### src/hdl/pqs_pkg.sv
// Shared types and constants of the priority quantum scheduler.
`default_nettype none

package pqs_pkg;

	// Controller states
	typedef enum logic [1:0] {
		ST_IDLE,
		ST_ADD,
		ST_DISP,
		ST_RUN
	} state_t;

	// Item kinds carried on the input tuser
	localparam logic MODE_ADD  = 1'b0;
	localparam logic MODE_TICK = 1'b1;

	// Event codes carried on the output tuser
	localparam logic [2:0] EV_DISPATCHED = 3'd0;
	localparam logic [2:0] EV_PREEMPTED  = 3'd1;
	localparam logic [2:0] EV_FINISHED   = 3'd2;
	localparam logic [2:0] EV_RAN        = 3'd3;
	localparam logic [2:0] EV_ADDED      = 3'd4;
	localparam logic [2:0] EV_REJECTED   = 3'd5;
	localparam logic [2:0] EV_IDLE       = 3'd6;

	// Priority levels
	localparam int PRIO_W   = 3;
	localparam int NUM_PRIO = 8;

	// Register map
	localparam logic REG_QUANTUM_LIMIT = 1'b0;
	localparam logic [7:0] QUANTUM_RESET = 8'd5;

	// One queued task as stored in the entry memory
	typedef struct packed {
		logic [7:0]        work;
		logic [PRIO_W-1:0] prio;
		logic [7:0]        id;
	} entry_t;

endpackage

`default_nettype wire

### src/hdl/priority_quantum_scheduler_unit.sv
// Top level of the priority quantum scheduler: queue memories, controller and ports.
`default_nettype none

// Preemptive priority scheduler with a time quantum. Queued tasks live in an entry memory
// and are chained per priority level through a link memory (FIFO order within a level,
// level 0 served first). The running task keeps its memory slot, so preemption relinks it
// without allocating. An add item goes from ST_IDLE through ST_ADD; a tick goes through
// ST_RUN, and first through ST_DISP when it dispatches the head of the queue, because the
// head entry comes from a memory with registered read data. Each result waits in the output
// register until taken, which adds stall cycles under back-pressure. Free slots are handed
// out by a fill count and then a free list, so no clearing pass runs after reset.
module priority_quantum_scheduler_unit #(
	parameter int QUEUE_DEPTH = 16
) (
	input  wire         clk,
	input  wire         arst_n,
	// Input items
	input  wire         s_tvalid,
	output logic        s_tready,
	input  wire  [23:0] s_tdata,   // task_id[7:0], task_priority[10:8], task_work[18:11]
	input  wire  [0:0]  s_tuser,   // mode[0]
	// Result items
	output logic        m_tvalid,
	input  wire         m_tready,
	output logic [23:0] m_tdata,   // event_task[7:0], work_left[15:8], quantum_used[23:16]
	output logic [2:0]  m_tuser,   // event_res[2:0]
	output logic        m_tlast,
	// Configuration
	input  wire         psel,
	input  wire         penable,
	input  wire         pwrite,
	input  wire  [2:0]  paddr,
	input  wire  [31:0] pwdata,
	output logic [31:0] prdata,
	output logic        pready
);

	localparam int AW = (QUEUE_DEPTH > 1) ? $clog2(QUEUE_DEPTH) : 1;
	localparam int CW = $clog2(QUEUE_DEPTH + 1);
	localparam int PW = pqs_pkg::PRIO_W;
	localparam int NP = pqs_pkg::NUM_PRIO;

	// Memories and their registered read data
	pqs_pkg::entry_t entry_mem [QUEUE_DEPTH];
	logic [AW-1:0]   link_mem  [QUEUE_DEPTH];
	pqs_pkg::entry_t entry_rd_s1;
	logic [AW-1:0]   link_rd_s1;

	logic            ent_we, ent_re;
	logic [AW-1:0]   ent_waddr, ent_raddr;
	pqs_pkg::entry_t ent_wdata;
	logic            lnk_we, lnk_re;
	logic [AW-1:0]   lnk_waddr, lnk_raddr, lnk_wdata;

	// Controller state
	pqs_pkg::state_t state_q, state_d;

	// Latched item
	logic [7:0]    item_id_q, item_work_q;
	logic [PW-1:0] item_prio_q;

	// Running task
	logic          run_valid_q, run_valid_d;
	logic [7:0]    run_id_q, run_id_d;
	logic [PW-1:0] run_prio_q, run_prio_d;
	logic [7:0]    run_work_q, run_work_d;
	logic [7:0]    run_quant_q, run_quant_d;
	logic [AW-1:0] run_slot_q, run_slot_d;

	// Per-level list pointers and queue bookkeeping
	logic [AW-1:0] head_q [NP];
	logic [AW-1:0] tail_q [NP];
	logic [CW-1:0] cnt_q  [NP];
	logic [CW-1:0] ready_count_q;
	logic [CW-1:0] fill_q;
	logic [AW-1:0] free_head_q;

	logic [7:0] quantum_limit_q;

	// Output register
	logic [2:0] out_ev_q, out_ev_d;
	logic [7:0] out_task_q, out_task_d;
	logic [7:0] out_work_q, out_work_d;
	logic [7:0] out_quant_q, out_quant_d;
	logic       out_last_q, out_last_d;
	logic       emit;

	// Control strobes
	logic          accept;
	logic          link_en, pop_en, fill_inc, free_pop, free_push;
	logic [AW-1:0] link_slot, alloc_slot;
	logic [PW-1:0] pmin, pidx;
	logic          pidx_busy, fill_open, full;

	// Lowest nonempty level
	always_comb begin
		pmin = '0;
		for (int i = NP - 1; i >= 0; i--) begin
			if (cnt_q[i] != '0) begin
				pmin = PW'(i);
			end
		end
	end

	assign accept    = s_tvalid && s_tready;
	assign pidx_busy = (cnt_q[pidx] != '0);
	assign fill_open = (fill_q != CW'(QUEUE_DEPTH));
	assign full      = (({1'b0, ready_count_q} + (CW+1)'(run_valid_q))
		>= (CW+1)'(QUEUE_DEPTH));
	assign alloc_slot = fill_open ? fill_q[AW-1:0] : free_head_q;

	// Next state, memory accesses and results
	always_comb begin
		state_d     = state_q;
		s_tready    = 1'b0;
		ent_we      = 1'b0;
		ent_re      = 1'b0;
		ent_waddr   = run_slot_q;
		ent_raddr   = head_q[pmin];
		ent_wdata   = '{work: run_work_q, prio: run_prio_q, id: run_id_q};
		lnk_we      = 1'b0;
		lnk_re      = 1'b0;
		lnk_waddr   = tail_q[pidx];
		lnk_raddr   = free_head_q;
		lnk_wdata   = run_slot_q;
		link_en     = 1'b0;
		link_slot   = run_slot_q;
		pop_en      = 1'b0;
		fill_inc    = 1'b0;
		free_pop    = 1'b0;
		free_push   = 1'b0;
		run_valid_d = run_valid_q;
		run_id_d    = run_id_q;
		run_prio_d  = run_prio_q;
		run_work_d  = run_work_q;
		run_quant_d = run_quant_q;
		run_slot_d  = run_slot_q;
		emit        = 1'b0;
		out_ev_d    = pqs_pkg::EV_IDLE;
		out_task_d  = '0;
		out_work_d  = '0;
		out_quant_d = '0;
		out_last_d  = 1'b1;
		pidx        = pmin;

		case (state_q)
			pqs_pkg::ST_IDLE: begin
				s_tready = 1'b1;
				pidx     = pmin;
				if (s_tvalid) begin
					if (s_tuser[0] == pqs_pkg::MODE_ADD) begin
						// fetch the free list successor in case the fill count is spent
						lnk_re    = 1'b1;
						lnk_raddr = free_head_q;
						state_d   = pqs_pkg::ST_ADD;
					end else if (!run_valid_q && ready_count_q != '0) begin
						ent_re    = 1'b1;
						ent_raddr = head_q[pmin];
						lnk_re    = 1'b1;
						lnk_raddr = head_q[pmin];
						state_d   = pqs_pkg::ST_DISP;
					end else begin
						state_d = pqs_pkg::ST_RUN;
					end
				end
			end

			pqs_pkg::ST_ADD: begin
				pidx = item_prio_q;
				if (!m_tvalid || m_tready) begin
					emit        = 1'b1;
					out_task_d  = item_id_q;
					out_work_d  = item_work_q;
					out_quant_d = '0;
					out_last_d  = 1'b1;
					if (full) begin
						out_ev_d = pqs_pkg::EV_REJECTED;
					end else begin
						out_ev_d  = pqs_pkg::EV_ADDED;
						fill_inc  = fill_open;
						free_pop  = !fill_open;
						ent_we    = 1'b1;
						ent_waddr = alloc_slot;
						ent_wdata = '{work: item_work_q, prio: item_prio_q, id: item_id_q};
						link_en   = 1'b1;
						link_slot = alloc_slot;
						lnk_we    = pidx_busy;
						lnk_waddr = tail_q[pidx];
						lnk_wdata = alloc_slot;
					end
					state_d = pqs_pkg::ST_IDLE;
				end
			end

			pqs_pkg::ST_DISP: begin
				pidx = item_prio_q;
				if (!m_tvalid || m_tready) begin
					pop_en      = 1'b1;
					run_valid_d = 1'b1;
					run_id_d    = entry_rd_s1.id;
					run_prio_d  = entry_rd_s1.prio;
					run_work_d  = entry_rd_s1.work;
					run_quant_d = '0;
					run_slot_d  = head_q[pidx];
					emit        = 1'b1;
					out_ev_d    = pqs_pkg::EV_DISPATCHED;
					out_task_d  = entry_rd_s1.id;
					out_work_d  = entry_rd_s1.work;
					out_quant_d = '0;
					out_last_d  = 1'b0;
					state_d     = pqs_pkg::ST_RUN;
				end
			end

			pqs_pkg::ST_RUN: begin
				pidx = run_prio_q;
				if (!m_tvalid || m_tready) begin
					emit       = 1'b1;
					out_last_d = 1'b1;
					if (!run_valid_q) begin
						out_ev_d = pqs_pkg::EV_IDLE;
					end else if (run_quant_q >= quantum_limit_q) begin
						// quantum spent: relink the slot behind its level
						run_valid_d = 1'b0;
						run_quant_d = '0;
						ent_we      = 1'b1;
						ent_waddr   = run_slot_q;
						link_en     = 1'b1;
						link_slot   = run_slot_q;
						lnk_we      = pidx_busy;
						lnk_waddr   = tail_q[pidx];
						lnk_wdata   = run_slot_q;
						out_ev_d    = pqs_pkg::EV_PREEMPTED;
						out_task_d  = run_id_q;
						out_work_d  = run_work_q;
						out_quant_d = '0;
					end else if (run_work_q == '0) begin
						// done: slot goes back on the free list
						run_valid_d = 1'b0;
						free_push   = 1'b1;
						lnk_we      = 1'b1;
						lnk_waddr   = run_slot_q;
						lnk_wdata   = free_head_q;
						out_ev_d    = pqs_pkg::EV_FINISHED;
						out_task_d  = run_id_q;
						out_work_d  = '0;
						out_quant_d = run_quant_q;
					end else begin
						run_work_d  = run_work_q - 8'd1;
						run_quant_d = run_quant_q + 8'd1;
						out_ev_d    = pqs_pkg::EV_RAN;
						out_task_d  = run_id_q;
						out_work_d  = run_work_q - 8'd1;
						out_quant_d = run_quant_q + 8'd1;
					end
					state_d = pqs_pkg::ST_IDLE;
				end
			end

			default: begin
				state_d = pqs_pkg::ST_IDLE;
			end
		endcase
	end

	// Entry and link memories
	always_ff @(posedge clk) begin
		if (ent_we) begin
			entry_mem[ent_waddr] <= ent_wdata;
		end
		if (ent_re) begin
			entry_rd_s1 <= entry_mem[ent_raddr];
		end
	end

	always_ff @(posedge clk) begin
		if (lnk_we) begin
			link_mem[lnk_waddr] <= lnk_wdata;
		end
		if (lnk_re) begin
			link_rd_s1 <= link_mem[lnk_raddr];
		end
	end

	// Latched item fields; a tick keeps the level it dispatches from
	always_ff @(posedge clk) begin
		if (accept) begin
			item_id_q   <= s_tdata[7:0];
			item_work_q <= s_tdata[18:11];
			item_prio_q <= (s_tuser[0] == pqs_pkg::MODE_ADD) ? s_tdata[10:8] : pmin;
		end
	end

	// List pointers (payload)
	always_ff @(posedge clk) begin
		if (link_en) begin
			if (!pidx_busy) begin
				head_q[pidx] <= link_slot;
			end
			tail_q[pidx] <= link_slot;
		end
		if (pop_en) begin
			head_q[pidx] <= link_rd_s1;
		end
		if (free_pop) begin
			free_head_q <= link_rd_s1;
		end else if (free_push) begin
			free_head_q <= run_slot_q;
		end
	end

	// Control state and counts
	always_ff @(posedge clk or negedge arst_n) begin
		if (!arst_n) begin
			state_q         <= pqs_pkg::ST_IDLE;
			for (int i = 0; i < NP; i++) begin
				cnt_q[i] <= '0;
			end
			ready_count_q   <= '0;
			fill_q          <= '0;
			run_valid_q     <= 1'b0;
			run_id_q        <= '0;
			run_prio_q      <= '0;
			run_work_q      <= '0;
			run_quant_q     <= '0;
			run_slot_q      <= '0;
			quantum_limit_q <= pqs_pkg::QUANTUM_RESET;
			m_tvalid        <= 1'b0;
		end else begin
			state_q     <= state_d;
			run_valid_q <= run_valid_d;
			run_id_q    <= run_id_d;
			run_prio_q  <= run_prio_d;
			run_work_q  <= run_work_d;
			run_quant_q <= run_quant_d;
			run_slot_q  <= run_slot_d;
			if (link_en) begin
				cnt_q[pidx]   <= cnt_q[pidx] + CW'(1);
				ready_count_q <= ready_count_q + CW'(1);
			end else if (pop_en) begin
				cnt_q[pidx]   <= cnt_q[pidx] - CW'(1);
				ready_count_q <= ready_count_q - CW'(1);
			end
			if (fill_inc) begin
				fill_q <= fill_q + CW'(1);
			end
			if (psel && penable && pwrite && pready && paddr[2] == pqs_pkg::REG_QUANTUM_LIMIT) begin
				quantum_limit_q <= pwdata[7:0];
			end
			if (emit) begin
				m_tvalid <= 1'b1;
			end else if (m_tready) begin
				m_tvalid <= 1'b0;
			end
		end
	end

	// Result payload
	always_ff @(posedge clk) begin
		if (emit) begin
			out_ev_q    <= out_ev_d;
			out_task_q  <= out_task_d;
			out_work_q  <= out_work_d;
			out_quant_q <= out_quant_d;
			out_last_q  <= out_last_d;
		end
	end

	assign m_tdata = {out_quant_q, out_work_q, out_task_q};
	assign m_tuser = out_ev_q;
	assign m_tlast = out_last_q;

	// Configuration read
	assign pready = 1'b1;
	assign prdata = (paddr[2] == pqs_pkg::REG_QUANTUM_LIMIT) ? {24'd0, quantum_limit_q} : 32'd0;

	// Queue occupancy never exceeds the slot count
	a_occupancy: assert property (@(posedge clk) disable iff (!arst_n)
		({1'b0, ready_count_q} + (CW+1)'(run_valid_q)) <= (CW+1)'(QUEUE_DEPTH))
		else $error("queue occupancy above depth");

	// Fill count stops at the depth
	a_fill: assert property (@(posedge clk) disable iff (!arst_n)
		fill_q <= CW'(QUEUE_DEPTH))
		else $error("fill count above depth");

	// A dispatch only happens with no running task
	a_disp: assert property (@(posedge clk) disable iff (!arst_n)
		state_q == pqs_pkg::ST_DISP |-> !run_valid_q)
		else $error("dispatch while a task runs");

	// The running task leaves only from the run step
	a_leave: assert property (@(posedge clk) disable iff (!arst_n)
		$fell(run_valid_q) |-> $past(state_q) == pqs_pkg::ST_RUN)
		else $error("running task dropped outside run step");

	// The queue only grows on an add or a preemption
	a_grow: assert property (@(posedge clk) disable iff (!arst_n)
		ready_count_q > $past(ready_count_q) |->
		($past(state_q) == pqs_pkg::ST_ADD || $past(state_q) == pqs_pkg::ST_RUN))
		else $error("queue grew outside add or preempt");

endmodule

`default_nettype wire

### config.mk
export PLATFORM = sky130hd
export DESIGN_NAME = priority_quantum_scheduler_unit
export DESIGN_NICKNAME = d
export VERILOG_FILES = /design/src/hdl/pqs_pkg.sv /design/src/hdl/priority_quantum_scheduler_unit.sv
export SDC_FILE = /design/constraint.sdc
export NUM_CORES = 1
export LEC_CHECK = 0
export BUFFER_PORTS_ARGS = -buffer_cell sky130_fd_sc_hd__clkbuf_2
export CORE_MARGIN = 2
export CORE_UTILIZATION = 55
export CTS_CLUSTER_DIAMETER = 40
export CTS_CLUSTER_SIZE = 30
export DETAILED_ROUTE_END_ITERATION = 8
export HOLD_SLACK_MARGIN = 0.1
export PLACE_DENSITY = 0.84
export SETUP_SLACK_MARGIN = 0.4
export SYNTH_ARGS = -nofsm -noshare
export SYNTH_HDL_FRONTEND = slang
export SYNTH_SLANG_ARGS = --single-unit
export TNS_END_PERCENT = 30
### constraint.sdc
create_clock -name clk -period 12 [get_ports clk]
set_clock_uncertainty 0.15 [all_clocks]
set_input_delay 3.6 -clock clk [delete_from_list [all_inputs] [get_ports clk]]
set_output_delay 3.6 -clock clk [all_outputs]
set_load 0.01 [all_outputs]
After elaboration in Yosys (flattened, before gate mapping)

Memory sizes are Yosys's and may differ from the RTL's. A register that Yosys moved wholly into a read port is not among the register bits.
Index checks and enable logic that the tools add are counted.

Word-level logic and storage cells: 232
Memories kept: 4
Bits in registers: 140
RAM bits: 432
Input port bits: 67
Output and inout bits: 63

Eq/ne operators: 11
$lt $le $gt $ge: 4
Multiplexer cells: 139
Reduce and logical (&&, ||, !) cells: 36
Add/sub/neg operators: 8
Bitwise gates (word level): 3

Memories:

| name      | words | width | read ports | clocked after memory_dff | wr ports | RTL line                              | RTL |
|---|---|---|---|---|---|---|---|
| entry_mem | 16    | 19    | 1          | 1                        | 1        | priority_quantum_scheduler_unit.sv:44 | `pqs_pkg::entry_t entry_mem [QUEUE_DEPTH];` |
| link_mem  | 16    | 4     | 1          | 1                        | 1        | priority_quantum_scheduler_unit.sv:45 | `logic [AW-1:0] link_mem [QUEUE_DEPTH];` |
| head_q    | 8     | 4     | 2          | 1                        | 1        | priority_quantum_scheduler_unit.sv:71 | `logic [AW-1:0] head_q [NP];` |
| tail_q    | 8     | 4     | 3          | 1                        | 1        | priority_quantum_scheduler_unit.sv:72 | `logic [AW-1:0] tail_q [NP];` |

Operator list:

| cell                | count |
|---|---|
| $mux 8              | 21 |
| $mux 4              | 21 |
| $bwmux 40           | 2 |
| $mux 40             | 2 |
| $mux 19             | 3 |
| $mux 1              | 52 |
| $reduce_bool 5->1   | 10 |
| $pmux 8 s3          | 2 |
| $mux 3              | 13 |
| $pmux 8 s2          | 2 |
| $mux 5              | 5 |
| $pmux 3 s3          | 2 |
| $pmux 4 s2          | 2 |
| $add 5x1->5 const B | 3 |
| $bmux 5 s3          | 1 |
| $demux 5 s3         | 1 |
| $mux 2              | 6 |
| $ne 2x2->1 const B  | 6 |
| $sub 5x1->5 const B | 2 |
| $reduce_and 3->1    | 3 |
| $add 8x1->8 const B | 1 |
| $ge 8x8->1          | 1 |
| $logic_not 8->1     | 1 |
| $reduce_bool 2->1   | 4 |
| other kinds (23)    | 35 |

Depth between registers and ports, before layout

Gate-level depths: netlist of run 1.

Word-level depth: 21
Gate-level depth with buffers: 17
Depth with buffers taken out: 15

Worst setup path after synthesis of run 1

OpenSTA, ideal clock, no wires.

Path type: input to output
Start: input port paddr[2]
End: output port prdata[0]
Stages on the path: 2
Path buffers: 1
Required time: 8.250 ns
Path slack: 4.289 ns
Arrival time: 3.961 ns
Cells stage by stage: clkbuf_1 > nor2b_1

Word-level cells in the longest chain between the ends: 1

RTL lines:

| item               | RTL line                               | RTL |
|---|---|---|
| start: declaration | priority_quantum_scheduler_unit.sv:32  | `input wire [2:0] paddr,` |
| $mux 8             | priority_quantum_scheduler_unit.sv:375 | `assign prdata = (paddr[2] == pqs_pkg::REG_QUANTUM_LIMIT) ? {24'd0, quantum_limit_q} : 32'd0;` |
| end: declaration   | priority_quantum_scheduler_unit.sv:34  | `output logic [31:0] prdata,` |

Every way passes these cells.

Worst setup path in the final report of run 1

Start: input port paddr[2]
End: output port prdata[3]

The elaborated chain is that of the path after synthesis.

==> run summary, run 1 <==
TritonCTS Buffers: 66
setup TNS: 0 ns
I/O Buffers: 73
slew margin rel.: 11.4%
grt ovf: 0
first-pass GRT wire length: 105000 um
yosys synthesis warning count: 0
CTS Hold Bufs: 0
# clock sinks: 602
num rows: 81
R2R setup slack: 5.93 ns
Hold Crit Depth: 2
combinational power share: 31.9%
cell with the most instances after synthesis: edfxtp_1
EDFF count, synth: 506
Via density: 6.50
Placed Cells: 2751
status: complete, no violations
# Max-Cap Violations: 0
Residual DRC: 0
die area: 51000 um^2
Final #Nets: 2246
Flop pwr share: 40.7%
CTS root buffer: clkbuf_16
Most used DFF post-synth: edfxtp_1
diode count: 0
WL final: 69000 um
HPWL after detailed placement: 43200 um
Fin. Hold Viols: 0
final worst-path cycle share: 64.9%
CTS tree: done
DR pass1 iterations: 8
CP Data Required Time: 8.25 ns
Critical Path Source: paddr[2]
Tightest Pin Transition: 1.32 ns
Crit Path Max Fanout: 9
sequential fraction of the synthesis area: 65.0%
end-of-flow core utilization: 62.4%
dpl cell area: 28100 um^2
clock group share of total power: 27.4%
Hold Crit Class: reg -> reg
synth top area cells: edfxtp_1 56%, dfrtp_1 8.4%, nand2_1 4.9%
DR iter-0 viols: 2491
Yosys top cell area share: 56.2%
Worst Path Arrival: 4.03 ns
LEAKAGE: 11.3 nW
CTS clk-pin slew, worst paths: 0.06 ns
critical path capture point type: output port
Synth Instances: 2083
H-tree Lvls: 3
Final setup violation count: 0
core box area: 48700 um^2
crit path to: prdata[3]
asr flop ratio synth: 15.4%
syn_area_per_cell: 13.0 um^2
Design Power: 0.00772 W
via count of the first global-routing pass: 18400
R2R cell count: 11
Non-Filler Instances: 2874
Synth Cell Area: 27000 um^2
Synth area leader: edfxtp_1
Initial Utilization: 55.5%
RSZ-0062 raised after global routing: no
Worst setup SP type: input pin
Slew Limit Fails: 0
post-CTS setup buffers: 0
proportion of layout cells with a drive suffix above 1: 17.1%
VDD IR max: 0.165 mV
internal power: 0.00490 W
Peak Freq: 0.128 GHz
DR vias: 18700
PwrDens: 254 nW/um^2
initial antenna violation count: 1
Yosys cell types: 82
RR Startpoint: cnt_q[36]
most frequent cells after synthesis: 506 x edfxtp_1, 353 x nand2_1, 130 x nor2_1
worst reg2reg endpoint: head_q[1][3]
clk_lat worst skew: 0.64 ns
maximum number of pins on one net before global-route repair: 77
post-DR wirelength/cell: 24.0 um
Final min period: 7.78 ns
Area Growth Syn to Fin: 12.5%
NetSw: 0.00282 W
post-CTS sizing: 0
total track usage: 27.3%
die extent in x: 226 um
Die Ht: 226 um
switch share: 36.5%
antenna-violating nets left: 0
CP Class: in -> out
Placer Congestion: 0.929
Synth Register Bits: 602
clock buffer depth: 3
Design Area, Final: 30400 um^2
Ports: 130
==> layout make-up <==
cell class,count,area (um^2)
Clock inverter,47,532
Fill cell,3356,18300
Tap cell,664,831
Multi-Input combinational cell,1331,8850
Sequential cell,602,17600
Timing Repair Buffer,118,709
Clock buffer,75,1770
Inverter,37,139
==> cells in the final DEF (no fill, tap or decap), types with 8 or more instances in the layout <==
master	instances
a221o_1	21
nand3_1	30
dfrtp_1	91
a22o_1	8
a21o_1	20
mux2i_1	102
nor2_2	18
nor2_1	112
xnor2_1	13
nand2_1	353
o22a_1	15
a31oi_1	55
nor2b_1	8
o32a_1	9
buf_4	45
inv_1	33
clkbuf_16	69
edfxtp_1	506
o21ai_0	40
mux2_2	68
ha_1	22
nand2b_1	15
or4_1	12
a22oi_1	14
o32ai_1	19
nor3_1	25
inv_6	15
a311oi_1	8
conb_1	25
mux4_2	28
o22ai_1	27
a21oi_1	60
o211ai_1	14
clkbuf_2	72
and3_1	82
==> flip-flops by register name (all words and copies together) (netlist names), 2 cells and up, named ones only <==
register,flops
entry_mem,304
link_mem,64
cnt_q,40
head_q,32
tail_q,32
entry_rd_s1,19
item_id_q,8
item_work_q,8
out_quant_q,8
out_task_q,8
out_work_q,8
quantum_limit_q,8
run_id_q,8
run_quant_q,8
run_work_q,8
fill_q,5
ready_count_q,5
free_head_q,4
link_rd_s1,4
run_slot_q,4
item_prio_q,3
m_tuser,3
run_prio_q,3
state_q,2
==> critical path: stages <==
cell      delay [ns]
clkbuf_2        0.15
nor2_1          0.14
clkbuf_2        0.15
==> how the worst min path moves through the flow <==
stage | slack [ns] | start | end
floorplan | 0.26 | entry_rd_s1[8] | run_prio_q[0]
finish | 0.31 | entry_rd_s1[9] | run_prio_q[1]
global route | 0.33 | entry_rd_s1[9] | run_prio_q[1]
CTS | 0.31 | entry_rd_s1[9] | run_prio_q[1]
detailed placement | 0.30 | entry_rd_s1[9] | run_prio_q[1]
global placement | 0.28 | entry_rd_s1[10] | run_prio_q[2]
==> power groups by stage <==
stage / clock network [W] / registers (W) / logic, W
4_1_cts: 0.00213 / 0.00313 / 0.00240
6_report: 0.00211 / 0.00314 / 0.00247
5_1_grt: 0.00220 / 0.00317 / 0.00264
2_1_floorplan: 0 / 0.00308 / 0.00163
3_5_place_dp: 0 / 0.00317 / 0.00237
3_3_place_gp: 0 / 0.00315 / 0.00227
==> metrics by stage <==
stage	hold WS (ns)	worst slack (ns)
5_1_grt	0.330	4.20
6_report	0.308	4.22
2_1_floorplan	0.265	4.29
3_3_place_gp	0.278	4.25
3_5_place_dp	0.296	4.13
4_1_cts	0.310	4.22
==> logic make-up after synthesis <==
family / synth area share, %
other cells: 0.0278
buf+inv: 2.89
flops: 65.0
xor+xnor: 0.648
compound gates: 9.81
mux: 9.07
simple gates: 11.4
fa+ha+maj: 1.09
==> metal layers <==
metal  vias up  GRT usage (%)  part of all wire, %
met5         -              0                    0
met1      9061           34.2                   36
met3       278           5.37                   10
met4         0           13.6                  4.6
li1       8000              -                    -
met2      1332           45.5                   49
No activity file was read; power rests on OpenSTA's default activity.
==> inputs of run 2 (changes only) <==
- clock period: 12 -> 7.84 ns (I/O delays scaled with it)
==> run 2 against run 1 <==
  * Sequential share of layout area decreased by 0.32 points
  * Count of clock-buffer cells in the layout grew 5
  * Via count is 0.51% higher
  * Highest routed layer unchanged
==> run summary, run 2 (synthesized netlist as in run 1, its figures left out) <==
DR iter-0 viols: 2140 (-14%)
Worst Hold Launch: entry_rd_s1[10]
CP Data Required Time: 7.94 ns (-0.31 ns)
LEAKAGE: 11.3 nW (+0.75%)
R2R cell count: 13 (+2)
Crit path largest cell delay: 0.66 ns (+0.51 ns)
first-pass GRT wire length: 104000 um (-1.1%)
Filler cells: 3298 (-1.7%)
Reg with most FFs: entry_mem
RR Startpoint: cnt_q[36]
die extent in x: 226 um (unchanged)
NetSw: 0.00435 W (+54%)
final worst-path cycle share: 76.6%
Die Ht: 226 um (unchanged)
# Max-Cap Violations: 0 (unchanged)
TritonCTS Buffers: 71 (+7.6%)
met1 wire length: 24000 um (-3.3%)
top flop regs: entry_mem: 304 flops, link_mem: 64 flops, cnt_q: 40 flops
CTS Hold Bufs: 0 (unchanged)
most frequent cells in the layout: 506 x edfxtp_1, 353 x nand2_1, 113 x nor2_1
Placer Congestion: 0.953 (+2.6%)
Final min period: 6.00 ns
Fin. Hold Viols: 0 (unchanged)
Critical Path Source: cnt_q[36]
num rows: 81 (unchanged)
metal3 WL: 7080 um (-2.2%)
Residual DRC: 0 (unchanged)
Final setup violation count: 0 (unchanged)
internal power: 0.00755 W (+54%)
via count of the first global-routing pass: 18600 (+0.91%)
RSZ-0062 raised after global routing: no
max reg flops: 304 (unchanged)
CTS clk-pin slew, worst paths: 0.06 ns (about the same)
I/O Buffers: 73 (unchanged)
core box area: 48700 um^2 (unchanged)
CP Class: reg -> reg
total track usage: 26.8% (-0.46 points)
Hold Crit Class: reg -> reg
slew margin rel.: 9.55% (-1.9 points)
Tightest Pin Transition: 1.35 ns (+0.0278 ns)
Via density: 6.51 (+0.13%)
VDD IR max: 0.266 mV (+61%)
die area: 51000 um^2 (unchanged)
post-CTS setup buffers: 0 (unchanged)
commonest non-fill, non-tap cell in the layout: edfxtp_1
maximum number of pins on one net before global-route repair: 67 (-13%)
proportion of layout cells with a drive suffix above 1: 17.4% (+0.32 points)
grt ovf: 0 (unchanged)
CP cell instances: or4_1 > nor2_1 > and3_1 > a221o_1 > nand2_1 > mux4_2 > a2bb2oi_1 > inv_1 > ha_1 > and3_1 > a311oi_1 > nand2_1 > nor3_1
PwrDens: 389 nW/um^2 (+53%)
WL final: 67900 um (-1.7%)
metal2 WL: 33200 um (-1.7%)
status: complete, no violations
Crit Path Max Fanout: 20 (+11)
Hold Crit Depth: 2 (unchanged)
Area Growth Syn to Fin: 13.1%
HPWL after detailed placement: 42400 um (-1.8%)
clock group share of total power: 28.4% (+1.0 points)
H-tree Lvls: 3 (unchanged)
clock buffer depth: 3 (unchanged)
Final #Nets: 2252 (+0.27%)
Initial Utilization: 55.5% (unchanged)
Flop pwr share: 40.3% (-0.4 points)
setup TNS: 0 ns (unchanged)
Place WS: 1.50 ns (-2.63 ns)
clk_lat worst skew: 0.62 ns (-0.02 ns)
# clock sinks: 602 (unchanged)
Worst setup SP type: flop
DR vias: 18800 (+0.51%)
combinational power share: 31.3% (-0.6 points)
CTS root buffer: clkbuf_16
post-CTS sizing: 0 (unchanged)
Peak Freq: 0.167 GHz
diode count: 0 (unchanged)
critical path capture point type: flop
DR pass1 iterations: 8 (unchanged)
post-DR wirelength/cell: 23.5 um (-2.1%)
CTS tree: done
Slew Limit Fails: 0 (unchanged)
Worst Path Arrival: 6.10 ns (+2.07 ns)
final worst setup slack: 1.84 ns (-2.38 ns)
Slowest-stage cell, CP: a311oi_1
switch share: 36.5% (about the same)
antenna-violating nets left: 0 (unchanged)
highest metal used: met4
Ports: 130 (unchanged)
initial antenna violation count: 0 (-1)
-- run 2: cell count changes in the layout (fill, tap and decap cells not counted), sizes merged --
| cell | previous run | this run |
|---|---|---|
| inv | 56 | 62 |
| clkbuf | 147 | 152 |
| bufinv | 5 | 3 |
| buf | 46 | 47 |
| clkinv | 16 | 17 |
-- run 2: per-stage QoR --
stage          instances  hold WS [ns]  area [um^2]  total power [W]  util (%)
6_report            2885         0.298        30600           0.0119      62.7
5_1_grt             2885         0.313        30600           0.0124      62.7
4_1_cts             2885         0.304        30600           0.0118      62.7
3_5_place_dp        2753         0.281        28100          0.00842      57.7
3_3_place_gp        2753         0.274        28100          0.00824      57.7
2_1_floorplan       2106         0.265        27100          0.00720         -
-- run 2: area by class of cell --
class	count	area [um^2]	share of cell area (%)
clock buffer	80	1870	6.12
multi-input combinational	1331	8840	28.9
inverter	37	139	0.454
clock inverter	52	597	1.95
sequential	602	17600	57.5
tap	664	831	2.72
timing repair buffer	119	713	2.33
-- run 2: worst max-delay path: cells and delay by family, from the launching register on --
| kind | cells | cell delay [ns] |
|---|---|---|
| AOI/OAI and AO/OA | 3 | 1.28 |
| buffers and inverters | 1 | 0.08 |
| adders and majority gates | 1 | 0.21 |
| DFF | 1 | 0.40 |
| muxes | 1 | 0.43 |
| and+or+nand+nor | 7 | 3.10 |
-- run 2: final timing paths --
check / slack [ns] / endpoint
setup / recovery: 1.84 / link_mem[12][0]
hold / removal: 0.30 / run_prio_q[2]
setup reg to reg: 1.84 / link_mem[12][0]
hold reg to reg: 0.30 / run_prio_q[2]
max in group asynchronous: 4.81 / run_id_q[2]
min in group asynchronous: 1.51 / cnt_q[33]
-- run 2: metal layers --
metal | GRT usage [%] | vias to the layer above
met1 | 33.0 | 9122
li1 | - | 8012
met4 | 14.0 | 0
met5 | 0 | -
met3 | 5.62 | 297
met2 | 44.9 | 1336
-- run 2: power groups by stage --
stage | combinational (W) | clock [W] | sequential (W)
floorplan | 0.00249 | 0 | 0.00471
global placement | 0.00342 | 0 | 0.00482
detailed placement | 0.00358 | 0 | 0.00485
CTS | 0.00362 | 0.00340 | 0.00479
global route | 0.00399 | 0.00353 | 0.00484
finish | 0.00372 | 0.00338 | 0.00480
